**src/dnv_pkg.sv**
```systemverilog
// dnv_pkg: shared types and constants of the domain name validator
// no dependencies; imported by every module under src

package dnv_pkg;

    localparam logic [7:0] NAME_LEN_RESET  = 8'd253;
    localparam logic [5:0] LABEL_LEN_RESET = 6'd63;

    localparam logic [7:0] CH_HYPHEN = 8'h2D;
    localparam logic [7:0] CH_DOT    = 8'h2E;
    localparam logic [7:0] CH_SPACE  = 8'h20;
    localparam logic [7:0] CH_TAB    = 8'h09;
    localparam logic [7:0] CH_CR     = 8'h0D;

    localparam logic [6:0] LABEL_SAT = 7'd127;
    localparam logic [8:0] TOTAL_SAT = 9'd511;
    localparam logic [8:0] DOTS_SAT  = 9'd511;
    localparam logic [7:0] LEN_SAT   = 8'd255;

    typedef enum logic {
        REG_MAX_NAME  = 1'b0,
        REG_MAX_LABEL = 1'b1
    } cfg_reg_t;

    typedef struct packed {
        logic ws;
        logic dot;
        logic hyphen;
        logic ldh;
    } dnv_class_t;

    typedef struct packed {
        logic       valid_res;
        logic [7:0] name_length;
    } dnv_result_t;

endpackage

```
**src/dnv_char_class.sv**
```systemverilog
// dnv_char_class: classifies one byte of the name (whitespace, dot, hyphen, ldh)
// depends on dnv_pkg

module dnv_char_class
    import dnv_pkg::*;
(
    input  logic [7:0] ch,
    output dnv_class_t cls
);

    logic is_digit;
    logic is_upper;
    logic is_lower;

    assign is_digit = (ch >= 8'h30) && (ch <= 8'h39);
    assign is_upper = (ch >= 8'h41) && (ch <= 8'h5A);
    assign is_lower = (ch >= 8'h61) && (ch <= 8'h7A);

    assign cls.ws     = (ch == CH_SPACE) || ((ch >= CH_TAB) && (ch <= CH_CR));
    assign cls.dot    = (ch == CH_DOT);
    assign cls.hyphen = (ch == CH_HYPHEN);
    assign cls.ldh    = is_digit || is_upper || is_lower || (ch == CH_HYPHEN);

endmodule

```
**src/dnv_cfg_regs.sv**
```systemverilog
// dnv_cfg_regs: apb register file holding the name and label length limits
// depends on dnv_pkg

module dnv_cfg_regs
    import dnv_pkg::*;
(
    input  logic        clk,
    input  logic        rst_n,
    input  logic        psel,
    input  logic        penable,
    input  logic        pwrite,
    input  logic [2:0]  paddr,
    input  logic [31:0] pwdata,
    output logic [31:0] prdata,
    output logic        pready,
    output logic [7:0]  max_name_length,
    output logic [5:0]  max_label_length
);

    logic       name_sel;
    logic [7:0] max_name_length_reg;
    logic [7:0] max_name_length_next;
    logic [5:0] max_label_length_reg;
    logic [5:0] max_label_length_next;
    logic       wr_en;
    cfg_reg_t   reg_sel;

    assign pready   = 1'b1;
    assign wr_en    = psel && penable && pwrite;
    assign reg_sel  = cfg_reg_t'(paddr[2]);
    assign name_sel = (reg_sel == REG_MAX_NAME);

    always_comb
    begin
        max_name_length_next  = max_name_length_reg;
        max_label_length_next = max_label_length_reg;
        if (wr_en)
        begin
            if (name_sel)
            begin
                max_name_length_next = pwdata[7:0];
            end
            else
            begin
                max_label_length_next = pwdata[5:0];
            end
        end
    end

    always_ff @(posedge clk or negedge rst_n)
    begin
        if (!rst_n)
        begin
            max_name_length_reg  <= NAME_LEN_RESET;
            max_label_length_reg <= LABEL_LEN_RESET;
        end
        else
        begin
            max_name_length_reg  <= max_name_length_next;
            max_label_length_reg <= max_label_length_next;
        end
    end

    always_comb
    begin
        prdata = 32'd0;
        if (paddr[1:0] == 2'b00)
        begin
            unique case (reg_sel)
                REG_MAX_NAME:  prdata = {24'd0, max_name_length_reg};
                REG_MAX_LABEL: prdata = {26'd0, max_label_length_reg};
                default:       prdata = 32'd0;
            endcase
        end
    end

    assign max_name_length  = max_name_length_reg;
    assign max_label_length = max_label_length_reg;

endmodule

```
**src/dnv_name_state.sv**
```systemverilog
// dnv_name_state: per-name counters and flags, updated once per byte transfer,
// and the verdict on the final byte; depends on dnv_pkg

module dnv_name_state
    import dnv_pkg::*;
(
    input  logic        clk,
    input  logic        rst_n,
    input  logic        step,
    input  logic        final_byte,
    input  dnv_class_t  cls,
    input  logic [7:0]  max_name_length,
    input  logic [5:0]  max_label_length,
    output logic        push,
    output dnv_result_t res
);

    logic       in_content_reg;
    logic       in_content_next;
    logic [6:0] label_count_reg;
    logic [6:0] label_count_next;
    logic [8:0] total_count_reg;
    logic [8:0] total_count_next;
    logic       prev_hyphen_reg;
    logic       prev_hyphen_next;
    logic       failed_reg;
    logic       failed_next;
    logic [8:0] held_dots_reg;
    logic [8:0] held_dots_next;
    logic       held_space_reg;
    logic       held_space_next;

    logic       in_content_upd;
    logic [6:0] label_upd;
    logic [8:0] total_upd;
    logic       prev_hyphen_upd;
    logic       failed_upd;
    logic [8:0] held_dots_upd;
    logic       held_space_upd;

    logic        held_nz;
    logic        commit_fail;
    logic [6:0]  label_base;
    logic [10:0] total_sum;
    logic [8:0]  total_sat;
    logic        ok;

    assign held_nz     = (held_dots_reg != 9'd0);
    assign commit_fail = held_nz && ((label_count_reg == 7'd0)
                         || (label_count_reg > {1'b0, max_label_length})
                         || prev_hyphen_reg || (held_dots_reg >= 9'd2));
    assign label_base  = held_nz ? 7'd0 : label_count_reg;
    assign total_sum   = {2'b00, total_count_reg} + {2'b00, held_dots_reg} + 11'd1;
    assign total_sat   = (total_sum > {2'b00, TOTAL_SAT}) ? TOTAL_SAT : total_sum[8:0];

    always_comb
    begin
        in_content_upd  = in_content_reg;
        label_upd       = label_count_reg;
        total_upd       = total_count_reg;
        prev_hyphen_upd = prev_hyphen_reg;
        failed_upd      = failed_reg;
        held_dots_upd   = held_dots_reg;
        held_space_upd  = held_space_reg;
        if (cls.ws)
        begin
            if (in_content_reg)
            begin
                held_space_upd = 1'b1;
            end
        end
        else
        begin
            failed_upd     = failed_reg || held_space_reg;
            held_space_upd = 1'b0;
            in_content_upd = 1'b1;
            if (cls.dot)
            begin
                held_dots_upd = (held_dots_reg == DOTS_SAT) ? DOTS_SAT
                                                           : held_dots_reg + 9'd1;
            end
            else
            begin
                // pending dots become a separator before this byte
                failed_upd = failed_reg || held_space_reg || commit_fail || !cls.ldh
                             || ((label_base == 7'd0) && cls.hyphen);
                label_upd       = (label_base == LABEL_SAT) ? LABEL_SAT
                                                            : label_base + 7'd1;
                prev_hyphen_upd = cls.hyphen;
                total_upd       = total_sat;
                held_dots_upd   = 9'd0;
            end
        end
    end

    assign ok = !failed_upd && (total_upd >= 9'd1)
                && (total_upd <= {1'b0, max_name_length})
                && (label_upd >= 7'd1) && (label_upd <= {1'b0, max_label_length})
                && !prev_hyphen_upd;

    assign push            = step && final_byte;
    assign res.valid_res   = ok;
    assign res.name_length = (total_upd > {1'b0, LEN_SAT}) ? LEN_SAT : total_upd[7:0];

    always_comb
    begin
        in_content_next  = in_content_reg;
        label_count_next = label_count_reg;
        total_count_next = total_count_reg;
        prev_hyphen_next = prev_hyphen_reg;
        failed_next      = failed_reg;
        held_dots_next   = held_dots_reg;
        held_space_next  = held_space_reg;
        if (push)
        begin
            in_content_next  = 1'b0;
            label_count_next = 7'd0;
            total_count_next = 9'd0;
            prev_hyphen_next = 1'b0;
            failed_next      = 1'b0;
            held_dots_next   = 9'd0;
            held_space_next  = 1'b0;
        end
        else if (step)
        begin
            in_content_next  = in_content_upd;
            label_count_next = label_upd;
            total_count_next = total_upd;
            prev_hyphen_next = prev_hyphen_upd;
            failed_next      = failed_upd;
            held_dots_next   = held_dots_upd;
            held_space_next  = held_space_upd;
        end
    end

    always_ff @(posedge clk or negedge rst_n)
    begin
        if (!rst_n)
        begin
            in_content_reg  <= 1'b0;
            label_count_reg <= 7'd0;
            total_count_reg <= 9'd0;
            prev_hyphen_reg <= 1'b0;
            failed_reg      <= 1'b0;
            held_dots_reg   <= 9'd0;
            held_space_reg  <= 1'b0;
        end
        else
        begin
            in_content_reg  <= in_content_next;
            label_count_reg <= label_count_next;
            total_count_reg <= total_count_next;
            prev_hyphen_reg <= prev_hyphen_next;
            failed_reg      <= failed_next;
            held_dots_reg   <= held_dots_next;
            held_space_reg  <= held_space_next;
        end
    end

    // trailing whitespace only counts once content has started
    assert property (@(posedge clk) disable iff (!rst_n)
        held_space_reg |-> in_content_reg)
        else $error("held space without content");

    assert property (@(posedge clk) disable iff (!rst_n)
        (failed_reg || held_dots_reg != 9'd0) |-> in_content_reg)
        else $error("failure or dots recorded before content");

    assert property (@(posedge clk) disable iff (!rst_n)
        push |=> (!in_content_reg && total_count_reg == 9'd0 && held_dots_reg == 9'd0))
        else $error("name state not cleared after final byte");

endmodule

```
**src/dnv_out_buf.sv**
```systemverilog
// dnv_out_buf: result register plus one skid entry on the result channel
// depends on dnv_pkg

module dnv_out_buf
    import dnv_pkg::*;
(
    input  logic        clk,
    input  logic        rst_n,
    input  logic        push,
    input  dnv_result_t push_data,
    output logic        full,
    output logic        res_valid,
    input  logic        res_stall,
    output dnv_result_t res_data
);

    logic        out_valid_reg;
    logic        out_valid_next;
    dnv_result_t out_data_reg;
    dnv_result_t out_data_next;
    logic        skid_valid_reg;
    logic        skid_valid_next;
    dnv_result_t skid_data_reg;
    dnv_result_t skid_data_next;
    logic        pop;

    assign pop = out_valid_reg && !res_stall;

    always_comb
    begin
        out_valid_next  = out_valid_reg;
        out_data_next   = out_data_reg;
        skid_valid_next = skid_valid_reg;
        skid_data_next  = skid_data_reg;
        if (skid_valid_reg)
        begin
            if (pop)
            begin
                out_data_next   = skid_data_reg;
                skid_valid_next = 1'b0;
            end
        end
        else if (!out_valid_reg || pop)
        begin
            out_valid_next = push;
            out_data_next  = push_data;
        end
        else if (push)
        begin
            skid_valid_next = 1'b1;
            skid_data_next  = push_data;
        end
    end

    always_ff @(posedge clk or negedge rst_n)
    begin
        if (!rst_n)
        begin
            out_valid_reg  <= 1'b0;
            skid_valid_reg <= 1'b0;
        end
        else
        begin
            out_valid_reg  <= out_valid_next;
            skid_valid_reg <= skid_valid_next;
        end
    end

    always_ff @(posedge clk)
    begin
        out_data_reg  <= out_data_next;
        skid_data_reg <= skid_data_next;
    end

    assign full      = skid_valid_reg;
    assign res_valid = out_valid_reg;
    assign res_data  = out_data_reg;

    assert property (@(posedge clk) disable iff (!rst_n)
        skid_valid_reg |-> out_valid_reg)
        else $error("skid entry held while result register empty");

    assert property (@(posedge clk) disable iff (!rst_n)
        (push && out_valid_reg && res_stall) |=> skid_valid_reg)
        else $error("result lost while output stalled");

endmodule

```
**src/domain_name_validator.sv**
```systemverilog
// domain_name_validator: top level of the streaming dns host name checker
// depends on dnv_pkg, dnv_char_class, dnv_cfg_regs, dnv_name_state, dnv_out_buf
//
// usage
// - the name arrives one byte per transfer on ch, final_byte marks its last byte
// - a byte transfer happens when item_valid is high and item_stall is low
// - only the final byte gives a result: valid_res and name_length on the
//   result channel, transferred when res_valid is high and res_stall is low
// - the final byte's result is registered in the result register or skid entry
// - throughput: one byte per cycle while item_stall is low; the per-byte
//   counter and flag update is combinational, so names can follow back to back
// - when the receiver stalls, the result register holds and a skid entry
//   takes one more result; item_stall rises only while that entry is full
// - reset clears all name state and loads the limits 253 and 63
// - write the limits over apb (0x0 name, 0x4 label) only while idle (unenforced)

module domain_name_validator
    import dnv_pkg::*;
(
    input  logic        clk,
    input  logic        rst_n,
    input  logic        psel,
    input  logic        penable,
    input  logic        pwrite,
    input  logic [2:0]  paddr,
    input  logic [31:0] pwdata,
    output logic [31:0] prdata,
    output logic        pready,
    input  logic        item_valid,
    output logic        item_stall,
    input  logic [7:0]  ch,
    input  logic        final_byte,
    output logic        res_valid,
    input  logic        res_stall,
    output logic        valid_res,
    output logic [7:0]  name_length
);

    dnv_class_t  cls;
    dnv_result_t res_new;
    dnv_result_t res_out;
    logic [7:0]  max_name_length;
    logic [5:0]  max_label_length;
    logic        step;
    logic        push;
    logic        buf_full;

    assign item_stall = buf_full;
    assign step       = item_valid && !buf_full;

    dnv_cfg_regs u_cfg (
        .clk              (clk),
        .rst_n            (rst_n),
        .psel             (psel),
        .penable          (penable),
        .pwrite           (pwrite),
        .paddr            (paddr),
        .pwdata           (pwdata),
        .prdata           (prdata),
        .pready           (pready),
        .max_name_length  (max_name_length),
        .max_label_length (max_label_length)
    );

    dnv_char_class u_class (
        .ch  (ch),
        .cls (cls)
    );

    dnv_name_state u_state (
        .clk              (clk),
        .rst_n            (rst_n),
        .step             (step),
        .final_byte       (final_byte),
        .cls              (cls),
        .max_name_length  (max_name_length),
        .max_label_length (max_label_length),
        .push             (push),
        .res              (res_new)
    );

    dnv_out_buf u_out (
        .clk       (clk),
        .rst_n     (rst_n),
        .push      (push),
        .push_data (res_new),
        .full      (buf_full),
        .res_valid (res_valid),
        .res_stall (res_stall),
        .res_data  (res_out)
    );

    assign valid_res   = res_out.valid_res;
    assign name_length = res_out.name_length;

endmodule
```
**config.mk**
```make
export PLATFORM = sky130hd
export DESIGN_NAME = domain_name_validator
export DESIGN_NICKNAME = d
export VERILOG_FILES = /design/src/dnv_pkg.sv /design/src/dnv_char_class.sv /design/src/dnv_cfg_regs.sv /design/src/dnv_name_state.sv /design/src/dnv_out_buf.sv /design/src/domain_name_validator.sv
export SDC_FILE = /design/constraint.sdc
export NUM_CORES = 1
export LEC_CHECK = 0
export ABC_AREA = 1
export ABC_CLOCK_PERIOD_IN_PS = 4500
export BUFFER_PORTS_ARGS = -buffer_cell sky130_fd_sc_hd__buf_2
export CAP_MARGIN = 10
export CORE_MARGIN = 2
export CORE_UTILIZATION = 31
export DETAILED_ROUTE_END_ITERATION = 8
export GPL_TIMING_DRIVEN = 0
export PLACE_DENSITY_LB_ADDON = 0.1
export SETUP_SLACK_MARGIN = 0.15
export SLEW_MARGIN = 20
export SYNTH_ARGS = -nofsm -noshare
export SYNTH_HDL_FRONTEND = slang
export SYNTH_SLANG_ARGS = --single-unit
```
**constraint.sdc**
```tcl
create_clock -name clk -period 4.5 [get_ports clk]
set_clock_uncertainty 0.05 [all_clocks]
set_input_delay 0.9 -clock clk [delete_from_list [all_inputs] [get_ports clk]]
set_output_delay 0.9 -clock clk [all_outputs]
set_load 0.005 [all_outputs]
```
==> results_tabular.tex <==
\begin{tabular}{lr}
\hline
Metric & Value \\
\hline
\multicolumn{2}{l}{\textbf{Floorplanning}} \\
\quad Die Y & 129.0 um \\
\quad Die area & about 17,000 um2 \\
\quad Initial core utilization & about a third \\
\quad Area of the placeable core & roughly 15,000 um2 \\
\quad IO Pins & 95 \\
\quad Die width & $\sim$130 um \\
\quad Row count & 45 \\
\multicolumn{2}{l}{\textbf{CTS}} \\
\quad Worst-case clock buffer depth & 2 \\
\quad H-Tree Depth & 3 \\
\quad Clock network latency to the later pin of the worst-skew pair & 0.34 ns \\
\quad Hold-fix buffers, CTS & 0 \\
\quad CTS Buf Count & 9 \\
\quad TritonCTS clock tree & done \\
\quad Clock Sinks & 63 \\
\quad Clock transition time at the flip-flop clock pins of the worst setup and hold paths & $\sim$0.06 ns \\
\quad Master cell of the clock root buffer & clkbuf\_16 \\
\multicolumn{2}{l}{\textbf{Critical path}} \\
\quad Worst setup path class & reg2reg \\
\quad Sort of element at the end of the critical path & flip-flop \\
\quad Type of origin of the critical path & flip-flop \\
\quad Cell family with most CP delay & simple AND/OR/NAND/NOR gates \\
\quad Critical path fanouts, max & 6 \\
\quad Critical-path cell with the highest stage delay & fa\_2 \\
\quad Required arrival time at the worst endpoint & roughly 4.5 ns \\
\quad CP max stage delay & about 0.62 ns \\
\quad CP Data Arrival Time & between 4 and 5 ns \\
\quad Buffers and inverters on the worst path & 2 \\
\quad Setup slack of the most critical reg-to-reg path & between 0.3 and 0.4 ns \\
\multicolumn{2}{l}{\textbf{Synth}} \\
\quad Count of flip-flops with a built-in enable after synthesis & 18 \\
\quad Synth warn & 0 \\
\quad Post-synthesis register bit count & 63 \\
\quad Async set-reset flop share out of synthesis & 71.43\% \\
\quad Count of distinct cell types in the synthesized netlist & between 40 and 50 \\
\quad Most used flip-flop cell after synthesis & dfrtp\_1 \\
\quad Synth Instances & approximately 670 \\
\quad Share of synthesized area occupied by flip-flops and latches & about a third \\
\quad Synthesized area divided by synthesized cell count & 7.256 um2 \\
\quad Cell area after synthesis & about 4800 um2 \\
\multicolumn{2}{l}{\textbf{Timing}} \\
\quad Share of the clock period used by the worst path & between 90\% and 100\% \\
\quad Final sum of negative setup slack & 0 ns \\
\quad Fin. Hold Viols & 0 \\
\quad Final-layout worst hold slack & 0.4410 ns \\
\quad Fin. max-slew vios & 0 \\
\quad Post-layout minimum cycle time & between 4 and 5 ns \\
\quad Setup violators final & 0 \\
\quad Actual slew at the worst max-slew pin & a little over 0.8 ns \\
\quad Worst max-slew margin expressed relative to the limit & around 45\% \\
\quad RSZ-0062 raised after global routing & yes \\
\quad Fmax & 239.4 MHz \\
\multicolumn{2}{l}{\textbf{GRT}} \\
\quad Grt total ovfl & 0 \\
\quad Vias in the first global route & 4,240 \\
\quad Tot GR Track Use & about 16\% \\
\quad Maximum number of pins on one net before global-route repair & 46 \\
\quad Initial antenna violation count & 0 \\
\quad Global-route wire length before repair & around 20 mm \\
\multicolumn{2}{l}{\textbf{Power}} \\
\quad Leakage Power & between 3 and 4 nW \\
\quad Power density over cell area & approximately 250 nW/um2 \\
\quad Peak supply drop & roughly 0.0002 V \\
\multicolumn{2}{l}{\textbf{Detailed routing}} \\
\quad Vias & about 4,500 \\
\quad Final routed wire length divided by cell count & between 10 and 15 um \\
\quad Met1 routed wirelength after detailed routing & 5.971 mm \\
\quad Detail-routed via count per cell & 4.531 \\
\quad Uppermost layer routed & met4 \\
\quad Routed met3 length & $\sim$470 um \\
\quad Routed wire length & roughly 13 mm \\
\quad Number of DRC markers in iteration 0 & between 200 and 250 \\
\quad 1st-pass router iterations & 5 \\
\quad Sum of met2 wire segment lengths after detailed routing & $\sim$6 mm \\
\quad Count of antenna-violating nets left after detailed routing & 0 \\
\quad Detailed-route DRC error count & 0 \\
\multicolumn{2}{l}{\textbf{Placement}} \\
\quad Placer congestion estimate & approximately 0.80 \\
\quad Count of input and output buffers & 45 \\
\quad Instance area at placement & 5425 um2 \\
\quad Number of instances in the placed design & around 950 \\
\quad Final HPWL from detailed placement & around 9.6 mm \\
\multicolumn{2}{l}{\textbf{Finish}} \\
\quad Synth-to-layout area growth & 27.13\% \\
\quad Commonest non-fill, non-tap cell in the layout & nand2\_1 \\
\quad Layout Cells excl Fill & about 980 \\
\quad Area of all placed cells without fillers & around 6200 um2 \\
\quad Commonest cells after routing, fill and taps aside & nand2\_1, inv\_1, nor2\_1 \\
\quad Final net count & roughly 860 \\
\quad Number of filler instances in the final layout & 1,590 \\
\quad Proportion of layout cells with a drive suffix above 1 & about a quarter \\
\quad Antenna diodes & 0 \\
\multicolumn{2}{l}{\textbf{Flow run}} \\
\quad Max-cap violations & 0 \\
\multicolumn{2}{l}{\textbf{Outcome}} \\
\quad Outcome & finished, final reports clean \\
\multicolumn{2}{l}{\textbf{Hold path}} \\
\quad Hold crit path type & reg2reg \\
\hline
\end{tabular}
worst register-to-register path: cells and delay by family, from the launching register on:
family          cells  cell delay, ns
flops               1            0.43
compound gates      5            0.59
fa+ha+maj           3            1.08
simple gates       15            1.59
buf+inv             2            0.18
synth_stat cells (2+ instances only):
master	n	area share (%)
nand2_1	155	12
inv_1	107	8.3
nor2_1	61	4.7
ha_1	36	9.3
dfrtp_1	32	17
a21oi_1	29	3.0
nand3_1	28	2.9
buf_4	26	4.0
o21ai_0	25	2.6
o22ai_1	22	2.8
edfxtp_1	18	11
nand2_2	15	1.9
dfstp_2	13	7.0
nand4_1	11	1.4
nor3_1	11	1.1
a31oi_1	9	1.2
clkbuf_1	9	0.70
a211oi_1	7	1.1
nor2_2	6	0.77
inv_2	4	0.31
or2_2	4	0.52
xor2_1	4	0.72
a21o_1	3	0.46
nand3_2	3	0.62
o31ai_1	3	0.46
a21boi_0	2	0.31
buf_2	2	0.21
conb_1	2	0.15
nand3b_1	2	0.31
o21ai_1	2	0.21
xnor2_1	2	0.36
repair_timing:
item,CTS,global route
endpoints found under the setup margin,2,2
gates resized for setup,5,60
pin swaps,3,39
buffers inserted,2,18
worst paths after layout:
path                                                        from                                     to  depth (start not counted)
max                         u_state.held_dots_reg[0]$_DFFE_PN0P_            u_out.res_data[8]$_DFFE_PP_                         25
min                        u_cfg.max_label_length[1]$_DFFE_PN1P_  u_cfg.max_label_length[1]$_DFFE_PN1P_                          2
max reg2reg                 u_state.held_dots_reg[0]$_DFFE_PN0P_            u_out.res_data[8]$_DFFE_PP_                         25
min reg2reg                u_cfg.max_label_length[1]$_DFFE_PN1P_  u_cfg.max_label_length[1]$_DFFE_PN1P_                          2
max in group asynchronous                                  rst_n   u_state.held_dots_reg[4]$_DFFE_PN0P_                          1
min in group asynchronous                                  rst_n    u_state.prev_hyphen_reg$_DFFE_PN0P_                          1
area by class of cell:
type                       count  area [um2]  share of cell area [%]
timing repair buffer          65       385.4                   6.254
sequential                    63        1684                   27.33
clock inverter                 6       46.29                  0.7513
multi-input combinational    478        2873                   46.62
buffer                        38       250.2                   4.061
clock buffer                  10       239.0                   3.878
inverter                     112       420.4                   6.822
tap                          211       264.0                   4.284
through the flow:
stage	setup slack (ns)	util (%)	total power [mW]
after floorplan	0.5793	-	0.7779
after global placement	0.04006	35.54	0.8338
after detailed placement	0.007987	35.56	0.8424
after CTS	0.1750	37.65	1.515
after global routing	0.07164	40.39	1.601
final	0.3237	40.39	1.521
per-layer routing:
layer  GRT usage [%]  vias up
met2           26.36      100
met4           4.795        0
met1           20.90     2017
li1                -     2328
met5               0        -
met3           3.179        9
kinds of logic (layout without fill, tap and decap cells):
| logic type | after synthesis | after routing | share of synthesized area, % |
|---|---|---|---|
| and+or+nand+nor | 303 | 303 | 27.49 |
| other | 2 | 25 | 0.1549 |
| AOI/OAI and AO/OA | 107 | 107 | 13.01 |
| adders and majority gates | 37 | 37 | 9.706 |
| buffers and inverters | 150 | 231 | 13.84 |
| xor gates and xnor gates | 6 | 6 | 1.084 |
| DFF | 63 | 63 | 34.72 |
report_power, final:
group / switching (mW) / internal (mW) / leakage (nW)
registers: 0.0157 / 0.626 / 0.614
logic: 0.117 / 0.0938 / 2.37
clock network: 0.279 / 0.389 / 0.135
total: 0.412 / 1.11 / 3.12
Power figures use the tool's default switching activity.
